==> src/bpa_pkg.sv <==
// Shared widths, codes and types for the buffer pool allocator.
package bpa_pkg;

   localparam int POOL_SLOTS = 16;
   localparam int SLOT_W     = (POOL_SLOTS > 1) ? $clog2(POOL_SLOTS) : 1;

   localparam int FUNC_W = 2;
   localparam int SIZE_W = 16;
   localparam int IDX_W  = 8;
   localparam int TIME_W = 32;

   localparam int CSR_DATA_W = 32;
   localparam int CSR_ADDR_W = 3;

   // request function codes
   localparam logic [FUNC_W-1:0] FUNC_ALLOC   = 2'd0;
   localparam logic [FUNC_W-1:0] FUNC_RELEASE = 2'd1;
   localparam logic [FUNC_W-1:0] FUNC_QUERY   = 2'd2;
   localparam logic [FUNC_W-1:0] FUNC_TICK    = 2'd3;

   // register index, taken from paddr[2]
   localparam logic CSR_MAX_REQ = 1'b0;
   localparam logic CSR_TIMEOUT = 1'b1;

   localparam logic [SIZE_W-1:0] MAX_REQ_RESET = 16'd256;
   localparam logic [TIME_W-1:0] TIMEOUT_RESET = 32'd1000;

   typedef struct packed {
      logic [SIZE_W-1:0] max_request_size;
      logic [TIME_W-1:0] timeout_ticks;
   } bpa_cfg_type;

   typedef struct packed {
      logic             ok;
      logic [IDX_W-1:0] granted_slot;
      logic             slot_is_free;
   } bpa_result_type;

endpackage

==> src/bpa_if.sv <==
// Request and response channel interfaces.
interface bpa_req_if import bpa_pkg::*; ();
   logic              valid;
   logic              ready;
   logic [FUNC_W-1:0] func;
   logic [SIZE_W-1:0] req_size;
   logic [IDX_W-1:0]  slot_index;
   logic              slot_present;
   logic [TIME_W-1:0] now;

   modport source (output valid, func, req_size, slot_index, slot_present, now,
                   input ready);
   modport sink   (input valid, func, req_size, slot_index, slot_present, now,
                   output ready);
endinterface

interface bpa_rsp_if import bpa_pkg::*; ();
   logic             valid;
   logic             ready;
   logic             ok;
   logic [IDX_W-1:0] granted_slot;
   logic             slot_is_free;

   modport source (output valid, ok, granted_slot, slot_is_free, input ready);
   modport sink   (input valid, ok, granted_slot, slot_is_free, output ready);
endinterface

==> src/bpa_ram.sv <==
// Generic simple dual-port RAM with registered read.
module bpa_ram #(
   parameter int WIDTH = 32,
   parameter int DEPTH = 16
) (
   input  logic                     clock,
   input  logic                     we,
   input  logic [$clog2(DEPTH)-1:0] waddr,
   input  logic [WIDTH-1:0]         wdata,
   input  logic [$clog2(DEPTH)-1:0] raddr,
   output logic [WIDTH-1:0]         rdata
);

   logic [WIDTH-1:0] mem [DEPTH];
   logic [WIDTH-1:0] rdata_ff;

   always_ff @(posedge clock) begin
      if (we) begin
         mem[waddr] <= wdata;
      end
      rdata_ff <= mem[raddr];
   end

   assign rdata = rdata_ff;

endmodule

==> src/bpa_csr.sv <==
// APB-style configuration registers.
module bpa_csr import bpa_pkg::*; (
   input  logic                  clock,
   input  logic                  reset,
   input  logic                  csr_psel,
   input  logic                  csr_penable,
   input  logic                  csr_pwrite,
   input  logic [CSR_ADDR_W-1:0] csr_paddr,
   input  logic [CSR_DATA_W-1:0] csr_pwdata,
   output logic [CSR_DATA_W-1:0] csr_prdata,
   output logic                  csr_pready,
   output bpa_cfg_type           cfg
);

   bpa_cfg_type cfg_ff, cfg_in;
   logic        wr_en;

   assign csr_pready = 1'b1;
   assign wr_en      = csr_psel && csr_penable && csr_pwrite;

   always_comb begin
      cfg_in = cfg_ff;
      if (wr_en) begin
         unique case (csr_paddr[2])
            CSR_MAX_REQ: cfg_in.max_request_size = csr_pwdata[SIZE_W-1:0];
            CSR_TIMEOUT: cfg_in.timeout_ticks    = csr_pwdata[TIME_W-1:0];
            default:     cfg_in = cfg_ff;
         endcase
      end
   end

   always_comb begin
      unique case (csr_paddr[2])
         CSR_MAX_REQ: csr_prdata = CSR_DATA_W'(cfg_ff.max_request_size);
         CSR_TIMEOUT: csr_prdata = CSR_DATA_W'(cfg_ff.timeout_ticks);
         default:     csr_prdata = '0;
      endcase
   end

   always_ff @(posedge clock) begin
      if (reset) begin
         cfg_ff.max_request_size <= MAX_REQ_RESET;
         cfg_ff.timeout_ticks    <= TIMEOUT_RESET;
      end else begin
         cfg_ff <= cfg_in;
      end
   end

   assign cfg = cfg_ff;

endmodule

==> src/bpa_ctrl.sv <==
// Request sequencer: free marks, stamp memory walk and response register.
module bpa_ctrl import bpa_pkg::*; (
   input  logic        clock,
   input  logic        reset,
   input  bpa_cfg_type cfg,
   bpa_req_if.sink     req_bus,
   bpa_rsp_if.source   rsp_bus
);

   localparam logic [2:0] ST_IDLE   = 3'd0;
   localparam logic [2:0] ST_SIMPLE = 3'd1;
   localparam logic [2:0] ST_ALLOC  = 3'd2;
   localparam logic [2:0] ST_TICK   = 3'd3;
   localparam logic [2:0] ST_TDONE  = 3'd4;

   localparam logic [SLOT_W-1:0] LAST_SLOT = SLOT_W'(POOL_SLOTS - 1);

   logic [2:0]            state_ff, state_in;
   logic [SLOT_W-1:0]     cnt_ff, cnt_in;
   logic [POOL_SLOTS-1:0] free_ff, free_in;
   logic                  rd_pend_ff, rd_pend_in;
   logic [SLOT_W-1:0]     rd_idx_ff, rd_idx_in;

   // latched request
   logic [FUNC_W-1:0]     func_ff, func_in;
   logic [SLOT_W-1:0]     slot_ff, slot_in;
   logic                  handle_ok_ff, handle_ok_in;
   logic [TIME_W-1:0]     now_ff, now_in;

   logic                  rsp_valid_ff, rsp_valid_in;
   bpa_result_type        res_ff, res_in;

   logic                  req_accept;
   logic                  rsp_free;
   logic                  load;
   logic                  ram_we;
   logic [TIME_W-1:0]     ram_rdata;
   logic [TIME_W-1:0]     age;
   logic                  handle_ok;
   logic                  size_ok;

   bpa_ram #(.WIDTH(TIME_W), .DEPTH(POOL_SLOTS)) u_stamp_ram (
      .clock (clock),
      .we    (ram_we),
      .waddr (cnt_ff),
      .wdata (now_ff),
      .raddr (cnt_ff),
      .rdata (ram_rdata)
   );

   assign req_bus.ready = (state_ff == ST_IDLE);
   assign req_accept    = req_bus.valid && req_bus.ready;
   assign rsp_free      = !rsp_valid_ff || rsp_bus.ready;

   assign handle_ok = req_bus.slot_present &&
                      ({1'b0, req_bus.slot_index} < (IDX_W + 1)'(POOL_SLOTS));
   assign size_ok   = (req_bus.req_size <= cfg.max_request_size);
   assign age       = now_ff - ram_rdata;

   always_comb begin
      state_in     = state_ff;
      cnt_in       = cnt_ff;
      free_in      = free_ff;
      rd_pend_in   = 1'b0;
      rd_idx_in    = cnt_ff;
      func_in      = func_ff;
      slot_in      = slot_ff;
      handle_ok_in = handle_ok_ff;
      now_in       = now_ff;
      load         = 1'b0;
      res_in       = res_ff;
      ram_we       = 1'b0;

      // timeout compare, in the cycle after the stamp read
      if (rd_pend_ff && !free_ff[rd_idx_ff] && (age > cfg.timeout_ticks)) begin
         free_in[rd_idx_ff] = 1'b1;
      end

      unique case (state_ff)
         ST_IDLE: begin
            if (req_accept) begin
               func_in      = req_bus.func;
               slot_in      = req_bus.slot_index[SLOT_W-1:0];
               handle_ok_in = handle_ok;
               now_in       = req_bus.now;
               cnt_in       = '0;
               priority if (req_bus.func == FUNC_TICK) begin
                  state_in = ST_TICK;
               end else if (req_bus.func == FUNC_ALLOC && size_ok) begin
                  state_in = ST_ALLOC;
               end else begin
                  state_in = ST_SIMPLE;
               end
            end
         end
         ST_SIMPLE: begin
            if (rsp_free) begin
               load                = 1'b1;
               res_in              = '0;
               res_in.ok           = (func_ff != FUNC_ALLOC) && handle_ok_ff;
               res_in.slot_is_free = (func_ff == FUNC_QUERY) && handle_ok_ff &&
                                     free_ff[slot_ff];
               if (func_ff == FUNC_RELEASE && handle_ok_ff) begin
                  free_in[slot_ff] = 1'b1;
               end
               state_in = ST_IDLE;
            end
         end
         ST_ALLOC: begin
            if (free_ff[cnt_ff]) begin
               if (rsp_free) begin
                  load                = 1'b1;
                  res_in              = '0;
                  res_in.ok           = 1'b1;
                  res_in.granted_slot = IDX_W'(cnt_ff);
                  ram_we              = 1'b1;
                  free_in[cnt_ff]     = 1'b0;
                  state_in            = ST_IDLE;
               end
            end else if (cnt_ff == LAST_SLOT) begin
               if (rsp_free) begin
                  load     = 1'b1;
                  res_in   = '0;
                  state_in = ST_IDLE;
               end
            end else begin
               cnt_in = cnt_ff + 1'b1;
            end
         end
         ST_TICK: begin
            rd_pend_in = 1'b1;
            if (cnt_ff == LAST_SLOT) begin
               state_in = ST_TDONE;
            end else begin
               cnt_in = cnt_ff + 1'b1;
            end
         end
         ST_TDONE: begin
            if (rsp_free) begin
               load      = 1'b1;
               res_in    = '0;
               res_in.ok = 1'b1;
               state_in  = ST_IDLE;
            end
         end
         default: begin
            state_in = ST_IDLE;
         end
      endcase

      rsp_valid_in = load || (rsp_valid_ff && !rsp_bus.ready);
   end

   always_ff @(posedge clock) begin
      if (reset) begin
         state_ff     <= ST_IDLE;
         free_ff      <= '1;
         rd_pend_ff   <= 1'b0;
         rsp_valid_ff <= 1'b0;
      end else begin
         state_ff     <= state_in;
         free_ff      <= free_in;
         rd_pend_ff   <= rd_pend_in;
         rsp_valid_ff <= rsp_valid_in;
      end
   end

   always_ff @(posedge clock) begin
      cnt_ff       <= cnt_in;
      rd_idx_ff    <= rd_idx_in;
      func_ff      <= func_in;
      slot_ff      <= slot_in;
      handle_ok_ff <= handle_ok_in;
      now_ff       <= now_in;
      res_ff       <= res_in;
   end

   assign rsp_bus.valid        = rsp_valid_ff;
   assign rsp_bus.ok           = res_ff.ok;
   assign rsp_bus.granted_slot = res_ff.granted_slot;
   assign rsp_bus.slot_is_free = res_ff.slot_is_free;

   a_leave_idle: assert property (@(posedge clock) disable iff (reset)
      req_accept |=> (state_ff != ST_IDLE))
      else $error("accepted request did not start");

   a_pend_in_tick: assert property (@(posedge clock) disable iff (reset)
      rd_pend_ff |-> (state_ff == ST_TICK || state_ff == ST_TDONE))
      else $error("stamp compare outside a tick walk");

   a_alloc_no_free: assert property (@(posedge clock) disable iff (reset)
      (state_ff == ST_ALLOC) |=> ($countones(free_ff) <= $past($countones(free_ff))))
      else $error("free count grew during allocate");

   a_grant_taken: assert property (@(posedge clock) disable iff (reset)
      ram_we |=> !free_ff[$past(cnt_ff)])
      else $error("granted slot still marked free");

endmodule

==> src/buffer_pool_allocator_with_timeout_top.sv <==
// Top level of the fixed-slot buffer pool allocator with timeout reclaim.
//
// Usage:
//   req_bus  : valid/ready request channel (func, req_size, slot_index,
//              slot_present, now). func selects allocate, release, query or tick.
//   rsp_bus  : valid/ready response channel, one response per request
//              (ok, granted_slot, slot_is_free), in request order.
//   csr_*    : APB-style port. 0x0 max_request_size, 0x4 timeout_ticks.
//              Write only while no request is in flight.
// Sequencing (one request at a time):
//   release, query, oversize allocate : answered from the SIMPLE state once the output register frees.
//   allocate : one free mark inspected per cycle
//              from slot 0 upward, until a free mark is found.
//   tick     : a walk over the stamp memory, then TDONE; one read per cycle
//              on its single read port.
// Reset (synchronous, active high): every slot free, registers to 256 / 1000,
//   response channel empty. Stamps are not cleared; a stamp is written at
//   every grant before it can be read.
// Receiver stall: the response waits in an output register; the finished
//   request holds there until the register frees, and no new request is taken.
module buffer_pool_allocator_with_timeout_top import bpa_pkg::*; (
   input  logic                  clock,
   input  logic                  reset,
   bpa_req_if.sink               req_bus,
   bpa_rsp_if.source             rsp_bus,
   input  logic                  csr_psel,
   input  logic                  csr_penable,
   input  logic                  csr_pwrite,
   input  logic [CSR_ADDR_W-1:0] csr_paddr,
   input  logic [CSR_DATA_W-1:0] csr_pwdata,
   output logic [CSR_DATA_W-1:0] csr_prdata,
   output logic                  csr_pready
);

   // live configuration; the user keeps it stable while a request is in flight, the block does not enforce it
   bpa_cfg_type cfg;

   bpa_csr u_csr (
      .clock       (clock),
      .reset       (reset),
      .csr_psel    (csr_psel),
      .csr_penable (csr_penable),
      .csr_pwrite  (csr_pwrite),
      .csr_paddr   (csr_paddr),
      .csr_pwdata  (csr_pwdata),
      .csr_prdata  (csr_prdata),
      .csr_pready  (csr_pready),
      .cfg         (cfg)
   );

   // sequencer owns the free marks, the stamp memory and the response register
   bpa_ctrl u_ctrl (
      .clock   (clock),
      .reset   (reset),
      .cfg     (cfg),
      .req_bus (req_bus),
      .rsp_bus (rsp_bus)
   );

endmodule
==> src/flat_wrapper.sv <==
// flat-port wrapper written by rule: the top's interface ports become plain ports
module buffer_pool_allocator_with_timeout_top_flat import bpa_pkg::*;
  (clock, reset, csr_psel, csr_penable, csr_pwrite, csr_paddr, csr_pwdata, csr_prdata, csr_pready, req_bus_valid, req_bus_func, req_bus_req_size, req_bus_slot_index, req_bus_slot_present, req_bus_now, req_bus_ready, rsp_bus_valid, rsp_bus_ok, rsp_bus_granted_slot, rsp_bus_slot_is_free, rsp_bus_ready);
  bpa_req_if req_bus_i ();
  bpa_rsp_if rsp_bus_i ();
  input  logic clock;
  input  logic reset;
  input  logic csr_psel;
  input  logic csr_penable;
  input  logic csr_pwrite;
  input  logic [CSR_ADDR_W-1:0] csr_paddr;
  input  logic [CSR_DATA_W-1:0] csr_pwdata;
  output logic [CSR_DATA_W-1:0] csr_prdata;
  output logic csr_pready;
  input wire logic [$bits(req_bus_i.valid)-1:0] req_bus_valid;
  input wire logic [$bits(req_bus_i.func)-1:0] req_bus_func;
  input wire logic [$bits(req_bus_i.req_size)-1:0] req_bus_req_size;
  input wire logic [$bits(req_bus_i.slot_index)-1:0] req_bus_slot_index;
  input wire logic [$bits(req_bus_i.slot_present)-1:0] req_bus_slot_present;
  input wire logic [$bits(req_bus_i.now)-1:0] req_bus_now;
  output wire logic [$bits(req_bus_i.ready)-1:0] req_bus_ready;
  output wire logic [$bits(rsp_bus_i.valid)-1:0] rsp_bus_valid;
  output wire logic [$bits(rsp_bus_i.ok)-1:0] rsp_bus_ok;
  output wire logic [$bits(rsp_bus_i.granted_slot)-1:0] rsp_bus_granted_slot;
  output wire logic [$bits(rsp_bus_i.slot_is_free)-1:0] rsp_bus_slot_is_free;
  input wire logic [$bits(rsp_bus_i.ready)-1:0] rsp_bus_ready;
  assign req_bus_i.valid = req_bus_valid;
  assign req_bus_i.func = req_bus_func;
  assign req_bus_i.req_size = req_bus_req_size;
  assign req_bus_i.slot_index = req_bus_slot_index;
  assign req_bus_i.slot_present = req_bus_slot_present;
  assign req_bus_i.now = req_bus_now;
  assign req_bus_ready = req_bus_i.ready;
  assign rsp_bus_valid = rsp_bus_i.valid;
  assign rsp_bus_ok = rsp_bus_i.ok;
  assign rsp_bus_granted_slot = rsp_bus_i.granted_slot;
  assign rsp_bus_slot_is_free = rsp_bus_i.slot_is_free;
  assign rsp_bus_i.ready = rsp_bus_ready;
  buffer_pool_allocator_with_timeout_top u_core (.clock(clock), .reset(reset), .req_bus(req_bus_i), .rsp_bus(rsp_bus_i), .csr_psel(csr_psel), .csr_penable(csr_penable), .csr_pwrite(csr_pwrite), .csr_paddr(csr_paddr), .csr_pwdata(csr_pwdata), .csr_prdata(csr_prdata), .csr_pready(csr_pready));
endmodule
==> config.mk <==
export PLATFORM = sky130hd
export DESIGN_NAME = buffer_pool_allocator_with_timeout_top_flat
export DESIGN_NICKNAME = d
export VERILOG_FILES = /design/src/bpa_pkg.sv /design/src/bpa_if.sv /design/src/bpa_ram.sv /design/src/bpa_csr.sv /design/src/bpa_ctrl.sv /design/src/buffer_pool_allocator_with_timeout_top.sv /design/src/flat_wrapper.sv
export SDC_FILE = /design/constraint.sdc
export NUM_CORES = 1
export LEC_CHECK = 0
export BUFFER_PORTS_ARGS = -buffer_cell sky130_fd_sc_hd__buf_4
export CAP_MARGIN = 20
export CORE_UTILIZATION = 25
export CTS_BUF_LIST = sky130_fd_sc_hd__clkbuf_2 sky130_fd_sc_hd__clkbuf_4 sky130_fd_sc_hd__clkbuf_8
export DETAILED_ROUTE_END_ITERATION = 12
export PLACE_DENSITY = 0.5
export SYNTH_ARGS = -nofsm -noshare
export SYNTH_HDL_FRONTEND = slang
export SYNTH_SLANG_ARGS = --single-unit
export TNS_END_PERCENT = 1
==> constraint.sdc <==
create_clock -name clock -period 5.45 [get_ports clock]
set_clock_uncertainty 0.05 [all_clocks]
set_input_delay 0.545 -clock clock [delete_from_list [all_inputs] [get_ports clock]]
set_output_delay 0.545 -clock clock [all_outputs]
set_load 0.1 [all_outputs]
=== Word level (Yosys, flattened, before mapping) ===
Memory sizes are Yosys's and may differ from the RTL's. A register that Yosys moved wholly into a read port is not among the register bits.
Index checks and enable logic that the tools add are counted.

* Register bits after elaboration: 126
* Memory bits (writable): 512
* Output and inout port bits: 45
* Logic and storage cells: 127
* Memories kept: 1

* Add/sub/neg operators: 2
* Magnitude comparators: 9
* Eq/ne operators: 16
* Mux-type cells: 47
* Bitwise gates (word level): 5
* Reduce and logical (&&, ||, !) cells: 32

{| class="wikitable"
|+ Memories
! name !! depth !! width !! rd ports !! clocked after memory_dff !! wr ports !! RTL line !! source
|-
| u_core.u_ctrl.u_stamp_ram.mem || 16 || 32 || 1 || 1 || 1 || bpa_ram.sv:14 || <nowiki>logic [WIDTH-1:0] mem [DEPTH];</nowiki>
|}

{| class="wikitable"
|+ Operators by type and width
! cell !! count
|-
| 2-to-1 mux 16 bit || 5
|-
| one-hot mux 32 bit (2 select lines) || 1
|-
| 2-to-1 mux 10 bit || 6
|-
| greater-than comparator 32 bit || 1
|-
| bitwise OR 16 bit || 2
|-
| one-hot mux 16 bit (2 select lines) || 1
|-
| subtractor 32 bit || 1
|-
| one-hot mux 10 bit (3 select lines) || 1
|-
| bitwise AND 16 bit || 1
|-
| less-or-equal comparator 16 bit || 1
|-
| inverter 16 bit || 1
|-
| logical AND 1 bit || 15
|-
| less-than comparator 4 x 5 -> 1 bit, second input constant || 3
|-
| 2-to-1 mux 3 bit || 5
|-
| 2-to-1 mux 1 bit || 14
|-
| binary-select mux 1 bit (select 4 bit) || 3
|-
| demux 1 bit (select 4 bit) || 3
|-
| >= comparator 4 x 1 -> 1 bit, second input constant || 3
|-
| 2-to-1 mux 4 bit || 3
|-
| one-hot mux 3 bit (4 select lines) || 1
|-
| one-hot mux 4 bit (3 select lines) || 1
|-
| inequality test 3 bit, second input constant || 3
|-
| less-than comparator 8 x 5 -> 1 bit, second input constant || 1
|-
| inequality test 2 bit, second input constant || 4
|-
| other kinds (21) || 31
|}

=== Longest topological paths before layout ===
Gate-level depths: netlist of run 1.

* Word-level depth: 10
* Gate-level depth with buffers: 20

=== Modules after synthesis ===
From an unflattened synthesis of run 1, not the netlist that was laid out.

* Cells, all modules: 1,780
* Area total of the unflattened synthesis: 28,564.9 um^2

{| class="wikitable"
|+ Modules (own cells, without submodules)
! module !! times used !! cells an instance !! area each (um^2) !! seq. area each (um^2)
|-
| bpa_ram || 1 || 838 || 19,835.3 || 16,015.4
|-
| bpa_ctrl || 1 || 706 || 6,326.1 || 1,971.9
|-
| bpa_csr || 1 || 236 || 2,403.6 || 960.9
|}

=== Worst setup path before layout of run 1 ===
OpenSTA, ideal clock, no wires.

* Kind: reg-to-reg
* Start: register u_core.u_ctrl.now_ff[0]
* End: register u_core.u_ctrl.free_ff[9]
* Library setup time: 199 ps
* Arrival time: 4,456 ps
* Slack: 745 ps
* Stages on the path, launching flop included: 20
* Path buffers: 0
* Cell sequence: edfxtp_1 inv_1 ha_1 inv_1 fa_1 a211oi_1 o21ai_1 a221oi_2 nand4b_1 a211o_1 nand3b_1 a311o_1 xor2_1 ha_1 nand4_1 or4_1 nor3_2 nor3_2 o21ai_2 o311ai_1

* Word-level cells in the longest chain between the ends: 8
* Elaborated cells between the ends (all ways): 11
* Classes of those cells: add/sub (1); order compare (1); mux (6); bitwise (2); reduce/logical (1)

{| class="wikitable"
|+ Ends and longest elaborated chain
! element !! RTL line !! source
|-
| start: declaration || bpa_ctrl.sv:28 || <nowiki>logic [TIME_W-1:0] now_ff, now_in;</nowiki>
|-
| start signal: assignment || bpa_ctrl.sv:174 || <nowiki>now_ff <= now_in;</nowiki>
|-
| subtractor 32 bit * || bpa_ctrl.sv:58 || <nowiki>assign age = now_ff - ram_rdata;</nowiki>
|-
| greater-than comparator 32 bit * || bpa_ctrl.sv:75 || <nowiki>if (rd_pend_ff && !free_ff[rd_idx_ff] && (age > cfg.timeout_ticks)) begin</nowiki>
|-
| logical AND 1 bit * || bpa_ctrl.sv:75 ||
|-
| 2-to-1 mux 16 bit * || bpa_ctrl.sv:75 ||
|-
| bitwise AND 16 bit (no source line) / bitwise OR 16 bit (equally long branches) || n/a ||
|-
| 2-to-1 mux 16 bit (on tied branches) || bpa_ctrl.sv:111, bpa_ctrl.sv:103 ||
|-
| 2-to-1 mux 16 bit (on tied branches) || bpa_ctrl.sv:110, bpa_ctrl.sv:97 ||
|-
| one-hot mux 16 bit (2 select lines) * || bpa_ctrl.sv:79 || <nowiki>unique case (state_ff)</nowiki>
|-
| end signal: assignment || bpa_ctrl.sv:162 || <nowiki>free_ff <= free_in;</nowiki>
|-
| end: declaration || bpa_ctrl.sv:20 || <nowiki>logic [POOL_SLOTS-1:0] free_ff, free_in;</nowiki>
|}

Mark *: on every way between the ends. The rest lies on a longest branch, timed or not.
A chain may end at the register's enable or synchronous reset.

=== Worst setup path in the final report of run 1 ===
* Start: register u_core.u_ctrl.now_ff[0]
* End: register u_core.u_ctrl.free_ff[4]

The elaborated chain is that of the path after synthesis.

==> flow_summary.json, run 1 <==
{
  "min_to": "u_core.u_ctrl.now_ff[1]",
  "tritoncts": "done",
  "unrepaired_setup_endpoints_after_global_routing": "no",
  "total_wirelength_of_the_detailed_routed_design_mm": 75.8,
  "post-route-min-period_ns": 5.07,
  "path_buf_inv": 2,
  "ys_ff_latch": 666,
  "prevailing_post_synth_register_cell": "sky130_fd_sc_hd__edfxtp_1",
  "slowest_delay_ns": 0.61,
  "finalSetupViolCount": 0,
  "hold_class": "in2reg",
  "critPathTopFamily": "compound AO/OA/AOI/OAI gates",
  "worstSetupStartpointType": "register",
  "core_area_um2": 111000,
  "synth_cell_types": 64,
  "die_w_um": 337,
  "globalplace.congestion": 0.821,
  "area_growth_syn_to_layout_pct": 22.4,
  "hold_path_startpoint": "req_bus_now[1]",
  "minimum_setup_slack_among_reg_to_reg_paths_ns": 0.38,
  "power.ir.vdd_worst_mv": 0.192,
  "timing.setup.critical_path_class": "reg2reg",
  "timing.final.max_slew_violations": 0,
  "endpoint_kind": "register",
  "wl_per_cell_um": 21.1,
  "cp.required_ns": 5.96,
  "mappedNetlistArea_um2": 28000,
  "worst_r2r_startpoint": "u_core.u_ctrl.now_ff[0]",
  "slew_headroom_pct": 31.5,
  "initial_core_util_pct": 25.3,
  "grt_start_max_net_pins": 86,
  "avgSynthCellArea_um2": 16.5,
  "grt_pass1_wl_mm": 111,
  "die_h_um": 337,
  "hold_viol_final": 0,
  "globalRouteOverflowTotal": 0,
  "crit_chain": "inv_1 -> ha_1 -> inv_1 -> fa_1 -> a211oi_2 -> o21ai_1 -> a221oi_2 -> nand4b_1 -> a211o_1 -> nand3b_1 -> a311o_1 -> xor2_1 -> ha_1 -> nand4_1 -> or4_4 -> nor2_1 -> o2bb2ai_4 -> o21ai_2 -> o311ai_1",
  "grtUsageTotal_pct": 13.3,
  "floorplan.io_pins": 146,
  "place.detailed.hpwl_mm": 46.3,
  "worstMarginPinSlew_ns": 1.03,
  "drt_iter0_drc": 1269,
  "port-buffer-count": 138,
  "num-nets-final": 2196,
  "synthesis.yosys.warnings": 0,
  "crit_path_top_delay_cell": "sky130_fd_sc_hd__or4_4",
  "routed_via_density": 4.52,
  "outcome": "finished, final reports clean",
  "cts_inserted_buffers": 110,
  "cts.clk_slew.worst_paths_ns": 0.06,
  "drv_cap": 0,
  "cts.path.max_buffers": 3,
  "asyncSetResetFlopFracSynth_pct": 0,
  "grt_antenna_before_repair": 5,
  "gate_count_after_technology_mapping": 1701,
  "htreeDepth": 3,
  "dieArea_um2": 113000,
  "utilization_pct": 30.9,
  "leakage_nw": 11.5,
  "number_of_flops_mapped_to_enable_cells_by_yosys": 561,
  "clk-insertion-delay-late_ns": 0.72,
  "reg2regPathDepth": 19,
  "layout.cells.most_common": "sky130_fd_sc_hd__edfxtp_1",
  "fin_crit_sh_pct": 93.0,
  "rows": 122,
  "clkSinkCount": 666,
  "drtAntennaViolNets": 0,
  "final_cell_mix": "sky130_fd_sc_hd__edfxtp_1 (561), sky130_fd_sc_hd__buf_4 (205), sky130_fd_sc_hd__mux4_2 (175)",
  "drc": 0,
  "clk_root_buffer_cell": "sky130_fd_sc_hd__clkbuf_8",
  "arrival_ns": 5.58,
  "detailed_routing_iterations_pass_1": 5,
  "achievable-frequency_mhz": 197,
  "first_global_vias": 17000,
  "post_route_cells_drive_above_1_share_pct": 29.4,
  "dr_total_vias": 16200,
  "path_max_fanout": 4,
  "power.density_cell_area_nw_per_um2": 345,
  "synth.yosys.seq_area_share_pct": 67.7,
  "critical_path.reg2reg.endpoint": "u_core.u_ctrl.free_ff[4]",
  "worst_hold_path.num_cells": 1,
  "fin_tns_setup_ns": 0
}
## metrics by stage
stage	instances	worst slack, ns	hold WS (ns)	power (mW)	area [µm²]
final	3598	0.380	0.0550	11.8	34200
after global routing	3598	0.0858	0.0214	12.4	34200
after CTS	3563	0.0413	0.00427	12.0	33900
after detailed placement	3294	0.157	0.399	7.38	31000
after global placement	3294	0.262	0.396	7.35	31000
after floorplan	1704	0.745	0.296	6.88	28000
## power by group
part | total (mW) | switching, mW | leakage [nW] | internal (mW)
Combinational | 1.59 | 0.909 | 4.38 | 0.678
Sequential | 5.74 | 0.0970 | 5.94 | 5.64
Clock | 4.50 | 2.01 | 1.23 | 2.50
Total | 11.8 | 3.01 | 11.5 | 8.81
## cell usage after synthesis, types with 15 or more instances
cell | instances | share of area (%)
sky130_fd_sc_hd__edfxtp_1 | 561 | 60
sky130_fd_sc_hd__mux4_2 | 175 | 14
sky130_fd_sc_hd__nand2_1 | 132 | 1.8
sky130_fd_sc_hd__dfxtp_1 | 105 | 7.5
sky130_fd_sc_hd__a21oi_1 | 103 | 1.8
sky130_fd_sc_hd__inv_1 | 96 | 1.3
sky130_fd_sc_hd__ha_1 | 83 | 3.7
sky130_fd_sc_hd__nor2_1 | 69 | 0.93
sky130_fd_sc_hd__clkbuf_1 | 46 | 0.62
sky130_fd_sc_hd__o21ai_0 | 41 | 0.73
sky130_fd_sc_hd__a21o_1 | 24 | 0.64
sky130_fd_sc_hd__nand3_1 | 23 | 0.41
sky130_fd_sc_hd__xnor2_1 | 18 | 0.56
sky130_fd_sc_hd__o21ai_1 | 17 | 0.30
sky130_fd_sc_hd__nor3_1 | 15 | 0.27
## layer usage
metal | GRT usage, % | up-vias | part of all wire (%)
li1 | - | 7306 | -
met1 | 17.5 | 8319 | 44
met2 | 22.1 | 509 | 48
met3 | 2.36 | 111 | 5.5
met4 | 4.20 | 2 | 2.3
met5 | 0 | - | 0.016
## sequential cells by signal (all words and copies together), names as in the netlist
| register | count |
|---|---|
| u_core.u_ctrl.now_ff | 32 |
| u_core.u_ctrl.rsp_bus.ok | 1 |
| u_core.u_ctrl.rsp_bus.granted_slot | 4 |
| u_core.u_ctrl.rsp_bus.slot_is_free | 1 |
| u_core.u_ctrl.handle_ok_ff | 1 |
| u_core.u_ctrl.state_ff | 3 |
| u_core.u_ctrl.rd_pend_ff | 1 |
| u_core.u_ctrl.u_stamp_ram.rdata | 32 |
| u_core.u_ctrl.func_ff | 2 |
| u_core.u_ctrl.free_ff | 16 |
| u_core.u_csr.cfg | 48 |
| u_core.u_ctrl.slot_ff | 4 |
| u_core.u_ctrl.rsp_bus.valid | 1 |
| u_core.u_ctrl.rd_idx_ff | 4 |
| u_core.u_ctrl.cnt_ff | 4 |
| u_core.u_ctrl.u_stamp_ram.mem | 512 |
## worst max path at each step
stage / start / end / cells after the start
finish: u_core.u_ctrl.now_ff[0] / u_core.u_ctrl.free_ff[4] / 19
global placement: u_core.u_ctrl.now_ff[6] / u_core.u_ctrl.free_ff[7] / 15
detailed placement: u_core.u_ctrl.now_ff[6] / u_core.u_ctrl.free_ff[4] / 15
floorplan: u_core.u_ctrl.now_ff[0] / u_core.u_ctrl.free_ff[9] / 19
global route: u_core.u_ctrl.now_ff[13] / u_core.u_ctrl.free_ff[4] / 16
CTS: u_core.u_ctrl.now_ff[6] / u_core.u_ctrl.free_ff[4] / 15
## repair_timing
item	CTS	global route
setup endpoints to repair	0	16
hold endpoints to repair	66	0
buffers inserted	0	34
resized for setup	0	3
hold buffers	59	0
## area by class of cell
class	count	area, µm²
Fill cell	11000	76600
Sequential cell	666	18900
Multi-Input combinational cell	860	8450
Timing Repair Buffer	272	2290
Clock buffer	172	2050
Tap cell	1488	1860
Inverter	101	379
Clock inverter	38	263
Antenna cell	1	2.50
## cell families after synthesis
kind of cell	count (synthesis)	share of synthesized area [%]
fa+ha+maj	84	3.78
xor+xnor	26	0.814
other cells	2	0.0268
buf+inv	178	2.54
mux	177	14.2
simple gates	307	5.06
flops	666	67.7
compound gates	261	5.90
(Power assumes the default switching activity.)
==> inputs of run 2 (changes only) <==
- SYNTH_HIERARCHICAL: not set -> 1
==> flow_summary.json, run 2 <==
{
  "final_cell_mix": "sky130_fd_sc_hd__edfxtp_1 (561), sky130_fd_sc_hd__buf_4 (190), sky130_fd_sc_hd__mux4_2 (143)",
  "place.detailed.hpwl_mm": 46.2,
  "synth_cell_types": 78,
  "wl_per_cell_um": 20.8,
  "routed_length_on_met3_mm": 3.80,
  "synthDominantAreaCellType": "sky130_fd_sc_hd__edfxtp_1",
  "post_route_cells_drive_above_1_share_pct": 27.0,
  "cp_num_cells": 22,
  "synth.yosys.seq_area_share_pct": 66.3,
  "rows": 123,
  "clkSinkCount": 666,
  "grt_antenna_before_repair": 5,
  "critPathTopFamily": "simple AND/OR/NAND/NOR gates",
  "layout.cells.most_common": "sky130_fd_sc_hd__edfxtp_1",
  "largest-register": "u_core/u_ctrl/u_stamp_ram/mem",
  "crit_chain": "inv_1 -> ha_1 -> inv_1 -> fa_1 -> a211oi_1 -> o21ai_1 -> and4bb_1 -> o211ai_1 -> and2_1 -> o311ai_1 -> a21oi_1 -> xnor2_1 -> ha_1 -> nand2_1 -> nor4_1 -> buf_4 -> and4_2 -> nand4_1 -> nand2_1 -> nor2_2 -> nand4_1 -> a211oi_1",
  "total_wirelength_of_the_detailed_routed_design_mm": 76.3,
  "drtAntennaViolNets": 0,
  "detailed_routing_iterations_pass_1": 5,
  "die_w_um": 340,
  "core_area_um2": 113000,
  "nFillCells": 11200,
  "largest_register_ffs": 512,
  "clk-insertion-delay-late_ns": 0.76,
  "cts_inserted_buffers": 110,
  "met2_wl_post_dr_mm": 37.1,
  "num-nets-final": 2263,
  "clk_root_buffer_cell": "sky130_fd_sc_hd__clkbuf_8",
  "unrepaired_setup_endpoints_after_global_routing": "no",
  "globalplace.congestion": 0.831,
  "first_global_vias": 17400,
  "synthDominantCellAreaShare_pct": 59.0,
  "ys_ff_latch": 666,
  "prevailing_post_synth_register_cell": "sky130_fd_sc_hd__edfxtp_1",
  "drc": 0,
  "post-route-min-period_ns": 5.14,
  "route.layer.met1.wl_mm": 33.9,
  "leakage_nw": 11.9,
  "number_of_flops_mapped_to_enable_cells_by_yosys": 561,
  "worstSetupStartpointType": "register",
  "asyncSetResetFlopFracSynth_pct": 0,
  "power.density_cell_area_nw_per_um2": 346,
  "port-buffer-count": 138,
  "mappedNetlistArea_um2": 28600,
  "dr_total_vias": 16700,
  "path_buf_inv": 3,
  "reg2regPathDepth": 22,
  "slowest_delay_ns": 0.49,
  "hold_class": "in2reg",
  "dr.max_layer_used": "met5",
  "outcome": "finished, final reports clean",
  "drt_iter0_drc": 1200,
  "yosysMostFrequentCell": "sky130_fd_sc_hd__edfxtp_1",
  "routed_via_density": 4.55,
  "cts.clk_slew.worst_paths_ns": 0.06,
  "design_power_total_mw": 12.1,
  "grtUsageTotal_pct": 13.0,
  "achievable-frequency_mhz": 194,
  "path_max_fanout": 13,
  "initial_core_util_pct": 25.3,
  "fin_crit_sh_pct": 94.3,
  "floorplan.io_pins": 146,
  "timing.final.max_slew_violations": 0,
  "synth_area_leaders": "sky130_fd_sc_hd__edfxtp_1 (59%), sky130_fd_sc_hd__mux4_2 (11%), sky130_fd_sc_hd__dfxtp_1 (7.4%)",
  "crit_path_top_delay_cell": "sky130_fd_sc_hd__edfxtp_1",
  "netlist_top_cells_count": "sky130_fd_sc_hd__edfxtp_1 (561), sky130_fd_sc_hd__mux4_2 (143), sky130_fd_sc_hd__dfxtp_1 (105)",
  "cp.required_ns": 6.03,
  "finalSetupViolCount": 0,
  "area_growth_syn_to_layout_pct": 22.0,
  "timing.setup.critical_path_class": "reg2reg",
  "grt_start_max_net_pins": 140,
  "globalRouteOverflowTotal": 0,
  "synthesis.yosys.warnings": 6,
  "tritoncts": "done",
  "avgSynthCellArea_um2": 16.0,
  "worstMarginPinSlew_ns": 1.15,
  "slew_headroom_pct": 23.5,
  "hold_viol_final": 0,
  "gate_count_after_technology_mapping": 1780,
  "worst_hold_path.num_cells": 3,
  "drv_cap": 0,
  "dieArea_um2": 116000,
  "arrival_ns": 5.72,
  "endpoint_kind": "register",
  "fin_tns_setup_ns": 0,
  "cts.path.max_buffers": 3,
  "htreeDepth": 3,
  "die_h_um": 340,
  "power.ir.vdd_worst_mv": 0.172,
  "grt_pass1_wl_mm": 112
}
## run 2: changes by cell type in the layout (fill, tap and decap cells not counted), sizes merged, moves of 12 or more
cell,delta
nand2b,+70
a22oi,+64
nand2,-56
a21oi,-52
mux2i,+48
mux4,-32
o21ai,-24
clkbuf,-21
and2,+16
mux2,+15
buf,-12
nor2,+12
o311ai,-12
## run 2: timing repair
| action | CTS | global route |
|---|---|---|
| gates resized for setup | 0 | 3 |
| hold endpoints to repair | 76 | 0 |
| setup endpoints to repair | 0 | 16 |
| hold buffers | 66 | 0 |
| setup buffers | 0 | 16 |
## run 2: worst paths after layout
kind,slack (ns),endpoint,from
worst max register to register,0.31,u_core/u_ctrl/free_ff[14],u_core/u_ctrl/now_ff[0]
worst min register to register,0.43,u_core/u_csr/cfg[28],u_core/u_csr/cfg[28]
worst max-delay path,0.31,u_core/u_ctrl/free_ff[14],u_core/u_ctrl/now_ff[0]
worst min-delay path,0.09,u_core/u_csr/cfg[0],csr_pwdata[0]
## run 2: cell families (layout without fill, tap and decap cells)
logic type / after synthesis / count (layout) / synth area share [%]
buffers and inverters: 185 / 575 / 2.89
AND/OR/NAND/NOR: 361 / 361 / 6.58
XOR/XNOR: 25 / 25 / 0.767
AO/OA/AOI/OAI: 249 / 249 / 6.08
other: 2 / 7 / 0.0263
adder cells (fa/ha/maj): 84 / 84 / 3.71
flip-flops: 666 / 666 / 66.3
multiplexers: 208 / 208 / 13.6
## run 2: cell type report
class                           count  area [µm²]  area share [%]
Sequential cell                   666       18900            54.4
Multi-Input combinational cell    932        8940            25.7
Timing Repair Buffer              267        2310            6.62
Tap cell                         1500        1880            5.39
Clock buffer                      151        1840            5.28
Clock inverter                     56         542            1.56
Inverter                          101         379            1.09
Antenna cell                        2        5.00          0.0144
## run 2: worst min-delay path: cells and delay by family
kind | cells | cell delay (ns)
buf+inv | 1 | 0.08
mux | 1 | 0.12
simple gates | 1 | 0.07
## run 2: metal layers
layer	vias up	GRT usage, %
li1	7547	-
met1	8548	17.0
met2	500	21.8
met3	106	2.19
met4	2	4.24
met5	-	0
## run 2: metrics by stage
step                      instance area, µm²  hold WS, ns  std cells  setup WS (ns)  utilization (%)
after global placement                 31600        0.426       3384         0.0459             28.0
after global routing                   34800       0.0329       3675         0.0361             30.8
final                                  34800       0.0878       3675          0.308             30.8
after floorplan                        28600        0.407       1783          0.474                -
after CTS                              34700      0.00102       3657         0.0581             30.7
after detailed placement               31600        0.429       3384          0.137             28.0
## run 2: where the power goes
part	internal, mW	switching (mW)
combinational	0.673	0.936
sequential	5.63	0.0979
clock	2.64	2.08
==> inputs of run 3 (changes only) <==
- CELL_PAD_IN_SITES_DETAIL_PLACEMENT: not set -> 0
- CELL_PAD_IN_SITES_GLOBAL_PLACEMENT: not set -> 1
- PLACE_DENSITY: 0.5 -> 0.55
==> flow_summary.json, run 3 (same netlist as run 2, synthesis figures left out) <==
{
  "floorplan.io_pins": 146,
  "drc": 0,
  "port-buffer-count": 138,
  "drt_iter0_drc": 1154,
  "rows": 123,
  "timing.setup.critical_path_class": "reg2reg",
  "outcome": "finished, final reports clean",
  "timing.final.max_slew_violations": 0,
  "clk_root_buffer_cell": "sky130_fd_sc_hd__clkbuf_8",
  "dieArea_um2": 116000,
  "crit_path_top_delay_cell": "sky130_fd_sc_hd__edfxtp_1",
  "grt_antenna_before_repair": 5,
  "crit_chain": "ha_1 -> and3_1 -> and3_1 -> and4bb_1 -> o211ai_1 -> and2_1 -> o311ai_1 -> a21oi_1 -> xnor2_1 -> ha_1 -> nand2_1 -> nor4_1 -> and4_1 -> o21ai_0 -> o221ai_1 -> nand4_1 -> a211oi_1",
  "leakage_nw": 11.9,
  "globalplace.congestion": 0.833,
  "worstSetupStartpointType": "register",
  "layout.cells.most_common": "sky130_fd_sc_hd__edfxtp_1",
  "cts.path.max_buffers": 3,
  "cts_repair_resized_insts": 0,
  "cp.required_ns": 6.06,
  "largest-register": "u_core/u_ctrl/u_stamp_ram/mem",
  "num-nets-final": 2255,
  "final_cell_mix": "sky130_fd_sc_hd__edfxtp_1 (561), sky130_fd_sc_hd__buf_4 (181), sky130_fd_sc_hd__mux4_2 (143)",
  "arrival_ns": 5.71,
  "path_max_fanout": 17,
  "drv_cap": 0,
  "cp_num_cells": 17,
  "grt_start_max_net_pins": 143,
  "met2_wl_post_dr_mm": 37.4,
  "hold_path_startpoint": "csr_pwdata[2]",
  "clkSinkCount": 666,
  "tritoncts": "done",
  "clk-insertion-delay-late_ns": 0.75,
  "wl_per_cell_um": 20.9,
  "path_buf_inv": 0,
  "dp_worst_setup_slack_ns": 0.137,
  "postLayoutSetupSlackWorst_ns": 0.354,
  "slowest_delay_ns": 0.61,
  "drtAntennaViolNets": 0,
  "die_h_um": 340,
  "finalSetupViolCount": 0,
  "power.density_cell_area_nw_per_um2": 351,
  "dr_total_vias": 16500,
  "total_wirelength_of_the_detailed_routed_design_mm": 76.8,
  "worst_r2r_startpoint": "u_core/u_ctrl/now_ff[10]",
  "initial_core_util_pct": 25.3,
  "reg2regPathDepth": 17,
  "critPathTopFamily": "simple AND/OR/NAND/NOR gates",
  "worstMarginPinSlew_ns": 0.993,
  "routed_via_density": 4.50,
  "hold_viol_final": 0,
  "post_route_cells_drive_above_1_share_pct": 27.2,
  "grtUsageTotal_pct": 13.1,
  "post-route-min-period_ns": 5.10,
  "fin_crit_sh_pct": 93.5,
  "routed_length_on_met3_mm": 3.59,
  "hold_class": "in2reg",
  "die_w_um": 340,
  "cts.clk_slew.worst_paths_ns": 0.06,
  "area_growth_syn_to_layout_pct": 22.1,
  "slew_headroom_pct": 33.8,
  "cts_inserted_buffers": 112,
  "achievable-frequency_mhz": 196,
  "detailed_routing_iterations_pass_1": 5,
  "core_area_um2": 113000,
  "setup.worst_path.start": "u_core/u_ctrl/now_ff[10]",
  "worst_hold_path.num_cells": 3,
  "htreeDepth": 3,
  "unrepaired_setup_endpoints_after_global_routing": "no",
  "fin_tns_setup_ns": 0,
  "globalRouteOverflowTotal": 0,
  "route.layer.met1.wl_mm": 34.3,
  "first_global_vias": 17500,
  "power.ir.vdd_worst_mv": 0.199,
  "endpoint_kind": "register",
  "dr.max_layer_used": "met5",
  "place.detailed.hpwl_mm": 46.5,
  "grt_pass1_wl_mm": 113,
  "largest_register_ffs": 512
}
==> run 3: cell count changes in the layout (fill, tap and decap cells not counted), sizes merged, moves of 3 or more <==
cell / delta
clkinv: -9
buf: -11
clkbuf: +23
bufinv: -3
clkinvlp: -5
==> run 3: worst min-delay path, delay by kind of cell <==
kind / cells / cell delay (ns)
buf+inv: 1 / 0.08
simple gates: 1 / 0.07
mux: 1 / 0.12
==> run 3: per-layer routing <==
metal  vias to the layer above  track usage [%]
met1                      8456             17.1
met2                       446             22.1
li1                       7523                -
met3                        99             2.33
met4                         2             4.09
met5                         -                0
==> run 3: power breakdown <==
| part | internal (mW) | switching, mW |
|---|---|---|
| logic | 0.662 | 0.948 |
| clock network | 2.80 | 2.11 |
| registers | 5.63 | 0.0957 |
==> run 3: final timing paths <==
kind | to | slack, ns
worst min-delay path | u_core/u_csr/cfg[34] | 0.08
worst min register to register | u_core/u_csr/cfg[36] | 0.44
worst max-delay path | u_core/u_ctrl/free_ff[14] | 0.35
worst max register to register | u_core/u_ctrl/free_ff[14] | 0.35
==> run 3: cell type report <==
class                      count  area (µm²)
tap                         1500        1880
sequential                   666       18900
antenna                        3        7.51
clock buffer                 174        2130
multi-input combinational    932        8920
clock inverter                39         397
fill                       11200       78100
inverter                     101         379
timing repair buffer         257        2210
==> run 3: metrics by stage <==
stage | power [mW] | std cells | util (%) | hold slack [ns] | cell area (µm²)
global placement | 7.38 | 3379 | 27.9 | 0.426 | 31600
floorplan | 6.88 | 1783 | - | 0.407 | 28600
detailed placement | 7.40 | 3379 | 27.9 | 0.429 | 31600
CTS | 12.4 | 3659 | 30.8 | 0.00447 | 34700
finish | 12.3 | 3672 | 30.9 | 0.0783 | 34900
global route | 12.8 | 3670 | 30.9 | 0.0442 | 34900
==> run 3: repair_timing <==
item,CTS,global route
setup buffers,0,10
endpoints found under the hold margin,79,0
endpoints found under the setup margin,0,16
hold buffers,67,0
